### src/hw/rtl/rti_pkg.sv
// Shared types, widths and breakpoint tables for the reflectivity table interpolator.
package rti_pkg;

    localparam int E_W           = 20;
    localparam int R_W           = 24;
    localparam int STORED_POINTS = 36;
    localparam int K_W           = $clog2(STORED_POINTS + 1);
    localparam int SEG_W         = $clog2(STORED_POINTS - 1);
    localparam int DEN_W         = 14;
    localparam int DR_W          = 13;
    localparam int NUM_W         = 28;
    localparam int RECIP_SHIFT   = 32;
    localparam int RECIP_W       = 22;
    localparam int PROD_W        = NUM_W + RECIP_W;
    localparam int Q_W           = PROD_W - RECIP_SHIFT;
    localparam int QD_W          = Q_W + DEN_W;
    localparam int SCALE_W       = 2 * R_W;

    localparam logic [R_W-1:0]     LOSS_RESET = 24'd16763794;
    localparam logic [SCALE_W-1:0] SCALE_HALF = SCALE_W'(1) << (R_W - 1);

    localparam logic [63:0] HC_Q16   = 64'd81254276;
    localparam logic [63:0] RF_SCALE = 64'd16777216;
    localparam logic [63:0] RF_HALF  = 64'd500000000;
    localparam logic [63:0] RF_DIV   = 64'd1000000000;

    localparam logic [E_W-1:0] BP_ENERGY [STORED_POINTS] = '{
        E_W'((HC_Q16 + 64'd325) / 64'd650), E_W'((HC_Q16 + 64'd320) / 64'd640),
        E_W'((HC_Q16 + 64'd315) / 64'd630), E_W'((HC_Q16 + 64'd310) / 64'd620),
        E_W'((HC_Q16 + 64'd305) / 64'd610), E_W'((HC_Q16 + 64'd300) / 64'd600),
        E_W'((HC_Q16 + 64'd295) / 64'd590), E_W'((HC_Q16 + 64'd290) / 64'd580),
        E_W'((HC_Q16 + 64'd285) / 64'd570), E_W'((HC_Q16 + 64'd280) / 64'd560),
        E_W'((HC_Q16 + 64'd275) / 64'd550), E_W'((HC_Q16 + 64'd270) / 64'd540),
        E_W'((HC_Q16 + 64'd265) / 64'd530), E_W'((HC_Q16 + 64'd260) / 64'd520),
        E_W'((HC_Q16 + 64'd255) / 64'd510), E_W'((HC_Q16 + 64'd250) / 64'd500),
        E_W'((HC_Q16 + 64'd245) / 64'd490), E_W'((HC_Q16 + 64'd240) / 64'd480),
        E_W'((HC_Q16 + 64'd235) / 64'd470), E_W'((HC_Q16 + 64'd230) / 64'd460),
        E_W'((HC_Q16 + 64'd225) / 64'd450), E_W'((HC_Q16 + 64'd220) / 64'd440),
        E_W'((HC_Q16 + 64'd215) / 64'd430), E_W'((HC_Q16 + 64'd210) / 64'd420),
        E_W'((HC_Q16 + 64'd205) / 64'd410), E_W'((HC_Q16 + 64'd200) / 64'd400),
        E_W'((HC_Q16 + 64'd195) / 64'd390), E_W'((HC_Q16 + 64'd190) / 64'd380),
        E_W'((HC_Q16 + 64'd185) / 64'd370), E_W'((HC_Q16 + 64'd180) / 64'd360),
        E_W'((HC_Q16 + 64'd175) / 64'd350), E_W'((HC_Q16 + 64'd170) / 64'd340),
        E_W'((HC_Q16 + 64'd165) / 64'd330), E_W'((HC_Q16 + 64'd160) / 64'd320),
        E_W'((HC_Q16 + 64'd155) / 64'd310), E_W'((HC_Q16 + 64'd150) / 64'd300)
    };

    localparam logic [R_W-1:0] REFL_Q24 [STORED_POINTS] = '{
        R_W'((64'd999895281 * RF_SCALE + RF_HALF) / RF_DIV),
        R_W'((64'd999891334 * RF_SCALE + RF_HALF) / RF_DIV),
        R_W'((64'd999885743 * RF_SCALE + RF_HALF) / RF_DIV),
        R_W'((64'd999878696 * RF_SCALE + RF_HALF) / RF_DIV),
        R_W'((64'd999870426 * RF_SCALE + RF_HALF) / RF_DIV),
        R_W'((64'd999861200 * RF_SCALE + RF_HALF) / RF_DIV),
        R_W'((64'd999851309 * RF_SCALE + RF_HALF) / RF_DIV),
        R_W'((64'd999841055 * RF_SCALE + RF_HALF) / RF_DIV),
        R_W'((64'd999830735 * RF_SCALE + RF_HALF) / RF_DIV),
        R_W'((64'd999820635 * RF_SCALE + RF_HALF) / RF_DIV),
        R_W'((64'd999811012 * RF_SCALE + RF_HALF) / RF_DIV),
        R_W'((64'd999802084 * RF_SCALE + RF_HALF) / RF_DIV),
        R_W'((64'd999794018 * RF_SCALE + RF_HALF) / RF_DIV),
        R_W'((64'd999786917 * RF_SCALE + RF_HALF) / RF_DIV),
        R_W'((64'd999780807 * RF_SCALE + RF_HALF) / RF_DIV),
        R_W'((64'd999775625 * RF_SCALE + RF_HALF) / RF_DIV),
        R_W'((64'd999771209 * RF_SCALE + RF_HALF) / RF_DIV),
        R_W'((64'd999767282 * RF_SCALE + RF_HALF) / RF_DIV),
        R_W'((64'd999763441 * RF_SCALE + RF_HALF) / RF_DIV),
        R_W'((64'd999759146 * RF_SCALE + RF_HALF) / RF_DIV),
        R_W'((64'd999753706 * RF_SCALE + RF_HALF) / RF_DIV),
        R_W'((64'd999746266 * RF_SCALE + RF_HALF) / RF_DIV),
        R_W'((64'd999735798 * RF_SCALE + RF_HALF) / RF_DIV),
        R_W'((64'd999721084 * RF_SCALE + RF_HALF) / RF_DIV),
        R_W'((64'd999700708 * RF_SCALE + RF_HALF) / RF_DIV),
        R_W'((64'd999673040 * RF_SCALE + RF_HALF) / RF_DIV),
        R_W'((64'd999636227 * RF_SCALE + RF_HALF) / RF_DIV),
        R_W'((64'd999588178 * RF_SCALE + RF_HALF) / RF_DIV),
        R_W'((64'd999526552 * RF_SCALE + RF_HALF) / RF_DIV),
        R_W'((64'd999448747 * RF_SCALE + RF_HALF) / RF_DIV),
        R_W'((64'd999351887 * RF_SCALE + RF_HALF) / RF_DIV),
        R_W'((64'd999232808 * RF_SCALE + RF_HALF) / RF_DIV),
        R_W'((64'd999088050 * RF_SCALE + RF_HALF) / RF_DIV),
        R_W'((64'd998913839 * RF_SCALE + RF_HALF) / RF_DIV),
        R_W'((64'd998706078 * RF_SCALE + RF_HALF) / RF_DIV),
        R_W'((64'd998460335 * RF_SCALE + RF_HALF) / RF_DIV)
    };

    typedef struct packed {
        logic [NUM_W-1:0]   num;
        logic [DEN_W-1:0]   den;
        logic [RECIP_W-1:0] recip;
        logic [R_W-1:0]     r_lo;
        logic               neg;
        logic               clamped;
    } t_op;

    typedef struct packed {
        logic [Q_W-1:0] q;
        logic [R_W-1:0] r_lo;
        logic           neg;
        logic           clamped;
    } t_quo;

endpackage

### src/hw/rtl/rti_segment.sv
// Breakpoint search and per-segment operand fetch, two pipeline stages.
module rti_segment #(
    parameter int TABLE_POINTS = 36
) (
    input  logic                    i_clk,
    input  logic [1:0]              i_ld,
    input  logic [rti_pkg::E_W-1:0] i_energy,
    output rti_pkg::t_op            o_op
);
    import rti_pkg::*;

    localparam int USED = (TABLE_POINTS > STORED_POINTS) ? STORED_POINTS :
                          ((TABLE_POINTS < 1) ? 1 : TABLE_POINTS);
    localparam logic [K_W-1:0] USED_K = K_W'(USED);
    localparam int NSEG = STORED_POINTS - 1;

    logic [DEN_W-1:0]   seg_den   [NSEG];
    logic [DR_W-1:0]    seg_dr    [NSEG];
    logic [RECIP_W-1:0] seg_recip [NSEG];
    logic               seg_neg   [NSEG];

    for (genvar g = 0; g < NSEG; g++) begin : g_seg
        localparam logic [63:0] LO    = 64'(BP_ENERGY[g]);
        localparam logic [63:0] HI    = 64'(BP_ENERGY[g+1]);
        localparam logic [63:0] DEN   = HI - LO;
        localparam logic [63:0] RLO   = 64'(REFL_Q24[g]);
        localparam logic [63:0] RHI   = 64'(REFL_Q24[g+1]);
        localparam bit          NEG   = (RHI < RLO);
        localparam logic [63:0] DR    = NEG ? (RLO - RHI) : (RHI - RLO);
        localparam logic [63:0] RECIP = (64'd1 << RECIP_SHIFT) / DEN;
        assign seg_den[g]   = DEN_W'(DEN);
        assign seg_dr[g]    = DR_W'(DR);
        assign seg_recip[g] = RECIP_W'(RECIP);
        assign seg_neg[g]   = NEG;
    end

    logic [STORED_POINTS-1:0] le;
    logic [K_W-1:0]           n_k;
    logic [K_W-1:0]           r_k;
    logic [E_W-1:0]           r_energy;
    logic                     n_clamp;
    logic [SEG_W-1:0]         n_seg;
    logic [DEN_W-1:0]         n_dx;
    t_op                      n_op;
    t_op                      r_op;

    always_comb begin
        for (int i = 0; i < STORED_POINTS; i++) begin
            le[i] = (i < USED) && (BP_ENERGY[i] <= i_energy);
        end
        n_k = K_W'($countones(le));
    end

    always_ff @(posedge i_clk) begin
        if (i_ld[0]) begin
            r_k      <= n_k;
            r_energy <= i_energy;
        end
    end

    always_comb begin
        n_clamp = (r_k == '0) || (r_k >= USED_K);
        n_seg   = n_clamp ? '0 : SEG_W'(r_k - K_W'(1));
        n_dx    = DEN_W'(r_energy - BP_ENERGY[n_seg]);
        if (n_clamp) begin
            n_op.num     = '0;
            n_op.den     = DEN_W'(1);
            n_op.recip   = '0;
            n_op.r_lo    = (r_k == '0) ? REFL_Q24[0] : REFL_Q24[USED-1];
            n_op.neg     = 1'b0;
            n_op.clamped = 1'b1;
        end else begin
            n_op.num     = NUM_W'(n_dx) * NUM_W'(seg_dr[n_seg])
                         + NUM_W'(seg_den[n_seg] >> 1);
            n_op.den     = seg_den[n_seg];
            n_op.recip   = seg_recip[n_seg];
            n_op.r_lo    = REFL_Q24[n_seg];
            n_op.neg     = seg_neg[n_seg];
            n_op.clamped = 1'b0;
        end
    end

    always_ff @(posedge i_clk) begin
        if (i_ld[1]) begin
            r_op <= n_op;
        end
    end

    assign o_op = r_op;

endmodule

### src/hw/rtl/rti_divide.sv
// Rounded quotient by reciprocal multiply with one correction step, three stages.
module rti_divide (
    input  logic          i_clk,
    input  logic [2:0]    i_ld,
    input  rti_pkg::t_op  i_op,
    output rti_pkg::t_quo o_quo
);
    import rti_pkg::*;

    logic [PROD_W-1:0] r_prod;
    t_op               r_op_a;
    logic [Q_W-1:0]    n_q0;
    logic [Q_W-1:0]    r_q0;
    logic [QD_W-1:0]   r_qd;
    t_op               r_op_b;
    logic [NUM_W-1:0]  n_rem;
    t_quo              r_quo;

    always_ff @(posedge i_clk) begin
        if (i_ld[0]) begin
            r_prod <= PROD_W'(i_op.num) * PROD_W'(i_op.recip);
            r_op_a <= i_op;
        end
    end

    assign n_q0 = r_prod[PROD_W-1:RECIP_SHIFT];

    always_ff @(posedge i_clk) begin
        if (i_ld[1]) begin
            r_q0   <= n_q0;
            r_qd   <= QD_W'(n_q0) * QD_W'(r_op_a.den);
            r_op_b <= r_op_a;
        end
    end

    assign n_rem = r_op_b.num - NUM_W'(r_qd);

    always_ff @(posedge i_clk) begin
        if (i_ld[2]) begin
            r_quo.q       <= r_q0 + Q_W'(n_rem >= NUM_W'(r_op_b.den));
            r_quo.r_lo    <= r_op_b.r_lo;
            r_quo.neg     <= r_op_b.neg;
            r_quo.clamped <= r_op_b.clamped;
        end
    end

    assign o_quo = r_quo;

endmodule

### src/hw/rtl/rti_scale.sv
// Reflectivity reconstruction and loss-factor scaling with rounding, two stages.
module rti_scale (
    input  logic                    i_clk,
    input  logic [1:0]              i_ld,
    input  rti_pkg::t_quo           i_quo,
    input  logic [rti_pkg::R_W-1:0] i_loss,
    output logic [rti_pkg::R_W-1:0] o_prob,
    output logic                    o_clamped
);
    import rti_pkg::*;

    logic [R_W-1:0]     n_refl;
    logic [R_W-1:0]     r_refl;
    logic               r_clamp_a;
    logic [SCALE_W-1:0] r_prod;
    logic               r_clamp_b;

    assign n_refl = i_quo.neg ? (i_quo.r_lo - R_W'(i_quo.q)) : (i_quo.r_lo + R_W'(i_quo.q));

    always_ff @(posedge i_clk) begin
        if (i_ld[0]) begin
            r_refl    <= n_refl;
            r_clamp_a <= i_quo.clamped;
        end
    end

    always_ff @(posedge i_clk) begin
        if (i_ld[1]) begin
            r_prod    <= SCALE_W'(r_refl) * SCALE_W'(i_loss) + SCALE_HALF;
            r_clamp_b <= r_clamp_a;
        end
    end

    assign o_prob    = r_prod[SCALE_W-1:R_W];
    assign o_clamped = r_clamp_b;

endmodule

### src/hw/rtl/reflectivity_table_interpolator.sv
// Top level of the reflectivity table interpolator pipeline.
// Usage:
// A request on the input channel carries one photon energy (unsigned Q4.16).
// It is taken at a clock edge where i_valid is high and o_stall is low. Each
// request yields exactly one result: the interpolated reflectivity scaled by
// the loss factor (unsigned Q0.24) and a flag that is set when the energy lay
// below the first or at or above the last breakpoint. The result is taken at an
// edge where o_valid is high and i_stall is low.
// The pipeline has seven register stages: search, operand fetch, reciprocal
// multiply, quotient times divisor, correction, reconstruction, scaling. While
// the receiver does not stall, a new request can enter every cycle, so
// sustained throughput is one item per cycle.
// When the receiver stalls, only stages that hold data and cannot drain stop;
// empty stages still fill, and o_stall rises once the full pipeline is blocked.
// The loss factor is written through the configuration channel, which is
// always ready; write it only while the pipeline is empty.
// Reset clears all stage valid bits and loads the loss factor with 0.9992.
module reflectivity_table_interpolator #(
    parameter int TABLE_POINTS = 36
) (
    input  logic                    i_clk,
    input  logic                    i_rst_n,
    input  logic                    i_valid,
    output logic                    o_stall,
    input  logic [rti_pkg::E_W-1:0] i_photon_energy,
    output logic                    o_valid,
    input  logic                    i_stall,
    output logic [rti_pkg::R_W-1:0] o_reflect_probability,
    output logic                    o_clamped,
    input  logic                    i_cfg_valid,
    output logic                    o_cfg_ready,
    input  logic [rti_pkg::R_W-1:0] i_cfg_data
);
    import rti_pkg::*;

    localparam int NSTAGE = 7;

    logic [NSTAGE:0]   ld;
    logic [NSTAGE-1:0] r_valid;
    logic [NSTAGE-1:0] n_valid;
    logic [R_W-1:0]    r_loss;
    t_op               op;
    t_quo              quo;

    always_comb begin
        ld[NSTAGE] = !i_stall;
        for (int s = NSTAGE - 1; s >= 0; s--) begin
            ld[s] = !r_valid[s] || ld[s+1];
        end
    end

    always_comb begin
        n_valid = r_valid;
        if (ld[0]) begin
            n_valid[0] = i_valid;
        end
        for (int s = 1; s < NSTAGE; s++) begin
            if (ld[s]) begin
                n_valid[s] = r_valid[s-1];
            end
        end
    end

    always_ff @(posedge i_clk) begin
        if (!i_rst_n) begin
            r_valid <= '0;
        end else begin
            r_valid <= n_valid;
        end
    end

    always_ff @(posedge i_clk) begin
        if (!i_rst_n) begin
            r_loss <= LOSS_RESET;
        end else if (i_cfg_valid && o_cfg_ready) begin
            r_loss <= i_cfg_data;
        end
    end

    assign o_cfg_ready = 1'b1;
    assign o_stall     = !ld[0];
    assign o_valid     = r_valid[NSTAGE-1];

    rti_segment #(
        .TABLE_POINTS(TABLE_POINTS)
    ) u_segment (
        .i_clk    (i_clk),
        .i_ld     (ld[1:0]),
        .i_energy (i_photon_energy),
        .o_op     (op)
    );

    rti_divide u_divide (
        .i_clk (i_clk),
        .i_ld  (ld[4:2]),
        .i_op  (op),
        .o_quo (quo)
    );

    rti_scale u_scale (
        .i_clk     (i_clk),
        .i_ld      (ld[6:5]),
        .i_quo     (quo),
        .i_loss    (r_loss),
        .o_prob    (o_reflect_probability),
        .o_clamped (o_clamped)
    );

endmodule
### config.mk
export PLATFORM = sky130hd
export DESIGN_NAME = reflectivity_table_interpolator
export DESIGN_NICKNAME = d
export VERILOG_FILES = /design/src/hw/rtl/rti_pkg.sv /design/src/hw/rtl/rti_segment.sv /design/src/hw/rtl/rti_divide.sv /design/src/hw/rtl/rti_scale.sv /design/src/hw/rtl/reflectivity_table_interpolator.sv
export SDC_FILE = /design/constraint.sdc
export NUM_CORES = 2
export LEC_CHECK = 0
export ABC_CLOCK_PERIOD_IN_PS = 19650
export BUFFER_PORTS_ARGS = -buffer_cell sky130_fd_sc_hd__buf_2
export CORE_UTILIZATION = 50
export DETAILED_ROUTE_END_ITERATION = 10
export PLACE_DENSITY = 0.65
export SETUP_SLACK_MARGIN = 0.2
export SLEW_MARGIN = 20
export SYNTH_ARGS = -nofsm -noshare
export SYNTH_HDL_FRONTEND = slang
export SYNTH_SLANG_ARGS = --single-unit
### constraint.sdc
create_clock -name i_clk -period 19.65 [get_ports i_clk]
set_input_delay 2.9475 -clock i_clk [delete_from_list [all_inputs] [get_ports i_clk]]
set_output_delay 2.9475 -clock i_clk [all_outputs]
set_load 0.05 [all_outputs]
== Yosys cells after proc, flatten, opt, wreduce, memory -nomap -nowiden ==
Memory sizes are Yosys's and may differ from the RTL's. A register that Yosys moved wholly into a read port is not among the register bits.
Index checks and enable logic that the tools add are counted.

* $add $sub $neg: 43
* Multipliers: 4
* Magnitude comparators: 39
* Mux-type cells: 14
* Bitwise gates (word level): 1
* Reductions and logical operators: 18

{| class="wikitable"
|+ Operator list
! operator !! count
|-
| $le 18x20->1 const A || 31
|-
| $add 6x6->6 || 17
|-
| $le 17x20->1 const A || 4
|-
| $mux 24 || 3
|-
| $mux 14 || 4
|-
| $mul 28x22->50 || 1
|-
| $add 48x24->48 const B || 1
|-
| $mul 24x24->48 || 1
|-
| $add 1x1->2 || 18
|-
| $add 27x13->28 || 1
|-
| $ge 28x14->1 || 1
|-
| $mul 18x14->28 || 1
|-
| $sub 28x28->28 || 1
|-
| $mul 14x13->27 || 1
|-
| $mux 13 || 2
|-
| $mux 26 || 1
|-
| $add 24x18->24 || 1
|-
| $sub 24x18->24 || 1
|-
| $le 19x20->1 const A || 1
|-
| $add 18x1->18 || 1
|-
| $mux 15 || 1
|-
| $sub 14x14->14 || 1
|-
| $logic_not 1->1 || 9
|-
| $logic_or 1x1->1 || 8
|-
| other kinds (7) || 8
|}

* Register bits after elaboration: 469
* Bits in read-only memories: 6016
* Input bits: 49
* Word-level logic and storage cells: 161
* Memories kept: 6

{| class="wikitable"
|+ Memory list
! name !! words !! bits a word !! read ports !! clocked after Yosys merged registers in !! wr ports !! RTL line !! source
|-
| (name not given) || 64 || 24 || 1 || 0 || 0 || rti_segment.sv:77 || <nowiki>n_op.r_lo = REFL_Q24[n_seg];</nowiki>
|-
| (name not given) || 64 || 22 || 1 || 1 || 0 || rti_segment.sv:76 || <nowiki>n_op.recip = seg_recip[n_seg];</nowiki>
|-
| (name not given) || 64 || 20 || 1 || 0 || 0 || rti_segment.sv:64 || <nowiki>n_dx = DEN_W'(r_energy - BP_ENERGY[n_seg]);</nowiki>
|-
| (name not given) || 64 || 14 || 1 || 0 || 0 || rti_segment.sv:75 || <nowiki>n_op.den = seg_den[n_seg];</nowiki>
|-
| (name not given) || 64 || 13 || 1 || 0 || 0 || rti_segment.sv:73 || <nowiki>n_op.num = NUM_W'(n_dx) * NUM_W'(seg_dr[n_seg])</nowiki>
|-
| (name not given) || 64 || 1 || 1 || 0 || 0 || rti_segment.sv:78 || <nowiki>n_op.neg = seg_neg[n_seg];</nowiki>
|}

== Logic depth before layout (Yosys ltp) ==
* Depth after elaboration: 10
* Mapped depth: 48

== Hierarchy ==
From an unflattened synthesis, not the netlist that was laid out.

* Cells, all modules: 8095
* Area, all modules: 75372.3 µm²

{| class="wikitable"
|+ By module, submodules not included
! module !! instances !! cells each !! area an instance (µm²) !! sequential area each (µm²)
|-
| rti_divide || 1 || 3534 || 35761.8 || 7327.0
|-
| rti_scale || 1 || 2416 || 21819.7 || 1501.4
|-
| rti_segment || 1 || 2035 || 16643.5 || 3032.9
|-
| reflectivity_table_interpolator || 1 || 110 || 1147.4 || 620.6
|}

== Least setup slack after synthesis ==
Ideal clock, no wire load.

* Path kind: flip-flop to flip-flop
* From: reg u_segment.r_k[0]
* To: reg u_segment.r_op, in the netlist u_segment.o_op[87] (data pin)
* Data arrival time: 10.416 ns
* Required time: 19.384 ns
* Setup slack: 8.968 ns
* Cell stages (with the launch flop): 48
* Cells stage by stage: edfxtp_1 inv_1 ha_1 or4b_1 nand3_1 o22a_1 buf_4 inv_2 buf_2 buf_2 buf_2 buf_2 ha_1 o21ai_0 o221a_2 o21ai_0 ha_1 fa_1 (+12 left out) fa_1 inv_1 fa_1 inv_1 fa_1 inv_1 fa_1 inv_1 ha_1 a2111oi_0 o21ai_0 a41oi_1 nor3_1 a311o_1 and2_1 a211oi_1 xor2_1 nor2_1

* Cells in the longest elaborated chain, start to end: 10
* Elaborated cells between the ends (all ways): 18

{| class="wikitable"
|+ Ends and longest elaborated chain
! element !! RTL line !! source
|-
| start: declaration || rti_segment.sv:39 || <nowiki>logic [K_W-1:0] r_k;</nowiki>
|-
| start signal: assignment || rti_segment.sv:56 || <nowiki>r_k <= n_k;</nowiki>
|-
| $ge 6x6->1 or $logic_not 6->1 (tied branches) || rti_segment.sv:62 || <nowiki>n_clamp = (r_k == '0) || (r_k >= USED_K);</nowiki>
|-
| $logic_or 1x1->1 || rti_segment.sv:62 ||
|-
| $mux 6 || rti_segment.sv:63 || <nowiki>n_seg = n_clamp ? '0 : SEG_W'(r_k - K_W'(1));</nowiki>
|-
| $not 6->7 (not written as such) || rti_segment.sv:64, rti_segment.sv:73, rti_segment.sv:74 ||
|-
| $mem_v2 64x20 || -- ||
|-
| $mux 14 (not written as such) (2 in series) || rti_segment.sv:64 ||
|-
| $sub 14x14->14 || rti_segment.sv:64 ||
|-
| $mul 14x13->27 || rti_segment.sv:73 ||
|-
| $add 27x13->28 || rti_segment.sv:74 || <nowiki>+ NUM_W'(seg_den[n_seg] >> 1);</nowiki>
|-
| end signal: assignment || rti_segment.sv:85 || <nowiki>r_op <= n_op;</nowiki>
|-
| end: declaration || rti_segment.sv:45 || <nowiki>t_op r_op;</nowiki>
|}

Parallel ways exist; a longest one is shown, timed or not. The select of a mux whose other input is x is not followed.
A chain may end at the register's enable or synchronous reset.

== Worst setup path in the final report ==
Ends and elaborated chain as after synthesis.

==> results.ini <==
[routing]
first_pass_iters = 10
drcViolationCount = 14
antenna_left = 0
vias_per_cell = 5.66
wl_per_cell_microns = 21.7
initialDrtViolationCount = 3858
wl_microns = 208000
vias = 54226

[global_route]
grt_pass1_vias = 58009
grt_max_degree = 71
antenna_found_initial = 3
grt_pass1_wl_microns = 331000
grt-ovfl-total = 0
grt_usage_pct = 29.2

[timing]
relSlewSlack_pct = 12.6
finalHoldViolCount = 0
slew_violations = 0
skew_ns = 0.0345
fin_tns_setup_ns = 0
setup_viol = 0
period_share_pct = 66.4
min_period_ns = 13.06
rsz0062_at_grt = no
max_freq_ghz = 0.0766
worst_pin_slew_ns = 1.30

[synth]
ys_top_cells_by_area = fa_1 37%, edfxtp_1 15%, ha_1 11%, inv_1 7.6%, nand2_1 6.7%
synth_flop_cell = edfxtp_1
async_flop_share_pct = 0
yosys.area.top_type = fa_1
avgSynthCellArea_sq_um = 9.33
netlist_area_sq_um = 72400
ys_seq_elements = 399
yosysWarningCount = 0
synth_edf_count = 368
synth.distinct_cells = 93
synth_top_area_share_pct = 37.5
syn_nets = 9816
postSynthCellCount = 7764
ys_seq_area_share_pct = 16.1

[critical_path]
crit_start = u_segment.r_k[0]
arrival_ns = 13.40
cpMostUsedCell = fa_1
cp_max_fo = 18
end_kind = register
slowest_stage = ha_1
max_stage_delay_ns = 0.69
start_kind = register
reg2reg_from = u_segment.r_k[0]
worstPathRequired_ns = 19.99
r2r_end = u_segment.o_op[87]
rr_worst_depth = 43
path_class = register to register
rrSetupSlack_ns = 6.59

[placement]
io_buffer_count = 75
place.gp.congestion = 0.946
dp_hpwl_microns = 156000

[min_path]
holdPathEnd = u_divide.r_op_b[87]
holdCritStartpoint = u_divide.r_op_a[87]
hold_path_class = register to register
holdPathStages = 0

[die]
die_y_microns = 383
core-area_sq_um = 144000
start_util_pct = 50.4
num_rows = 139
die_area_sq_um = 146000
ioPinCount = 77
fp.dieW_microns = 383

[run_status]
violations = design-rule violations
status = complete, but fails checks

[clock_tree]
ctsHoldBuffers = 0
cts.sinks = 399
post_cts_buffers = 0
cts_tree = built
htreeDepth = 2
clock-root-buffer = clkbuf_16
clk_pin_slew_ns = 0.06
clockBufferDepth = 3
clk_latency_ns = 0.64
cts_resized = 0
cts-buffers-inserted = 47

[layout]
final_common_cell = inv_1
final_cell_mix = 1462 x inv_1, 1355 x fa_1, 1298 x nand2_1, 648 x ha_1, 454 x and2_1
final_layout_size_suffix_gt1_share_pct = 4.72
area_growth_pct = 5.59
antenna_cells = 0
nets = 9698

[flow_run]
maxCapViolations = 0

cells in the mapped netlist (all sizes together), types with 9 or more instances:
library cell	n
o211ai	26
mux2i	33
o31ai	22
and2	455
a211oi	32
a21oi	237
or2	25
or3	20
xnor2	123
o21a	21
inv	1466
nor2	337
a221oi	9
nor3	64
o22ai	15
edfxtp	368
fa	1355
a21boi	9
nand2b	50
nor2b	46
nand4	35
dfxtp	31
nand3	70
a21o	74
nor4	21
buf	50
ha	648
o21bai	20
o21ai	183
nand2	1300
xor2	62
clkbuf	341
a31oi	46
and3	37
layer usage:
metal	vias to the layer above	part of all wire [%]	global-route usage [%]
met1	27690	40	38.1
li1	23872	-	-
met3	482	7.2	4.40
met4	2	5.0	12.7
met5	-	0.012	0
met2	2180	48	48.4
critical path, delay by kind of cell, from the launching register on:
| family | cells | cell delay [ns] |
|---|---|---|
| and+or+nand+nor | 9 | 2.02 |
| xor gates and xnor gates | 2 | 0.63 |
| AOI/OAI and AO/OA | 14 | 3.98 |
| adders and majority gates | 11 | 4.71 |
| buffers and inverters | 7 | 1.10 |
| DFF | 1 | 0.32 |
how the worst max path moves through the flow:
stage | endpoint | slack [ns] | cells past startpoint
after global routing | u_segment.o_op[87] | 5.96 | 43
after detailed placement | u_segment.o_op[87] | 6.89 | 43
after CTS | u_segment.o_op[87] | 6.89 | 43
final | u_segment.o_op[87] | 6.59 | 43
after floorplan | u_segment.o_op[87] | 8.97 | 47
after global placement | u_segment.o_op[87] | 7.16 | 43
area by class of cell:
class	count	area, sq um
timing repair buffer	224	1500
sequential	399	11700
multi-input combinational	5508	53700
clock buffer	54	1220
tap	1903	2380
inverter	1466	5510
clock inverter	34	438
fill	13235	67200
through the flow:
step           cell area [sq um]  utilization, %  worst slack, ns  hold WS [ns]  std cells
2_1_floorplan              72400               -             8.97         0.400       7764
3_3_place_gp               74800            52.1             7.16         0.400       9499
3_5_place_dp               74800            52.1             6.89         0.405       9499
4_1_cts                    76400            53.2             6.89         0.381       9587
5_1_grt                    76500            53.2             5.96         0.396       9588
6_report                   76500            53.2             6.59         0.384       9588
flip-flops by register name, indices dropped and copies added, names as in the netlist:
register            count
r_loss                 24
r_valid                 7
u_divide.o_quo         35
u_divide.r_op_a        59
u_divide.r_op_b        59
u_divide.r_prod        18
u_divide.r_q0          18
u_divide.r_qd          28
u_scale.o_clamped       1
u_scale.r_clamp_a       1
u_scale.r_prod         24
u_scale.r_refl         24
u_segment.o_op         81
u_segment.r_energy     14
u_segment.r_k           6
kinds of logic after synthesis:
kind of cell | count (synthesis) | share of synthesized area [%]
flip-flops | 399 | 16.1
multiplexers | 33 | 0.456
AO/OA/AOI/OAI | 798 | 7.03
XOR/XNOR | 185 | 2.26
other | 1 | 0.00518
AND/OR/NAND/NOR | 2488 | 15.8
adder cells (fa/ha/maj) | 2003 | 48.7
buffers and inverters | 1857 | 9.70
Power is not shown: default switching activity piles up to over one toggle a cycle in this logic, so the estimate is an artifact.
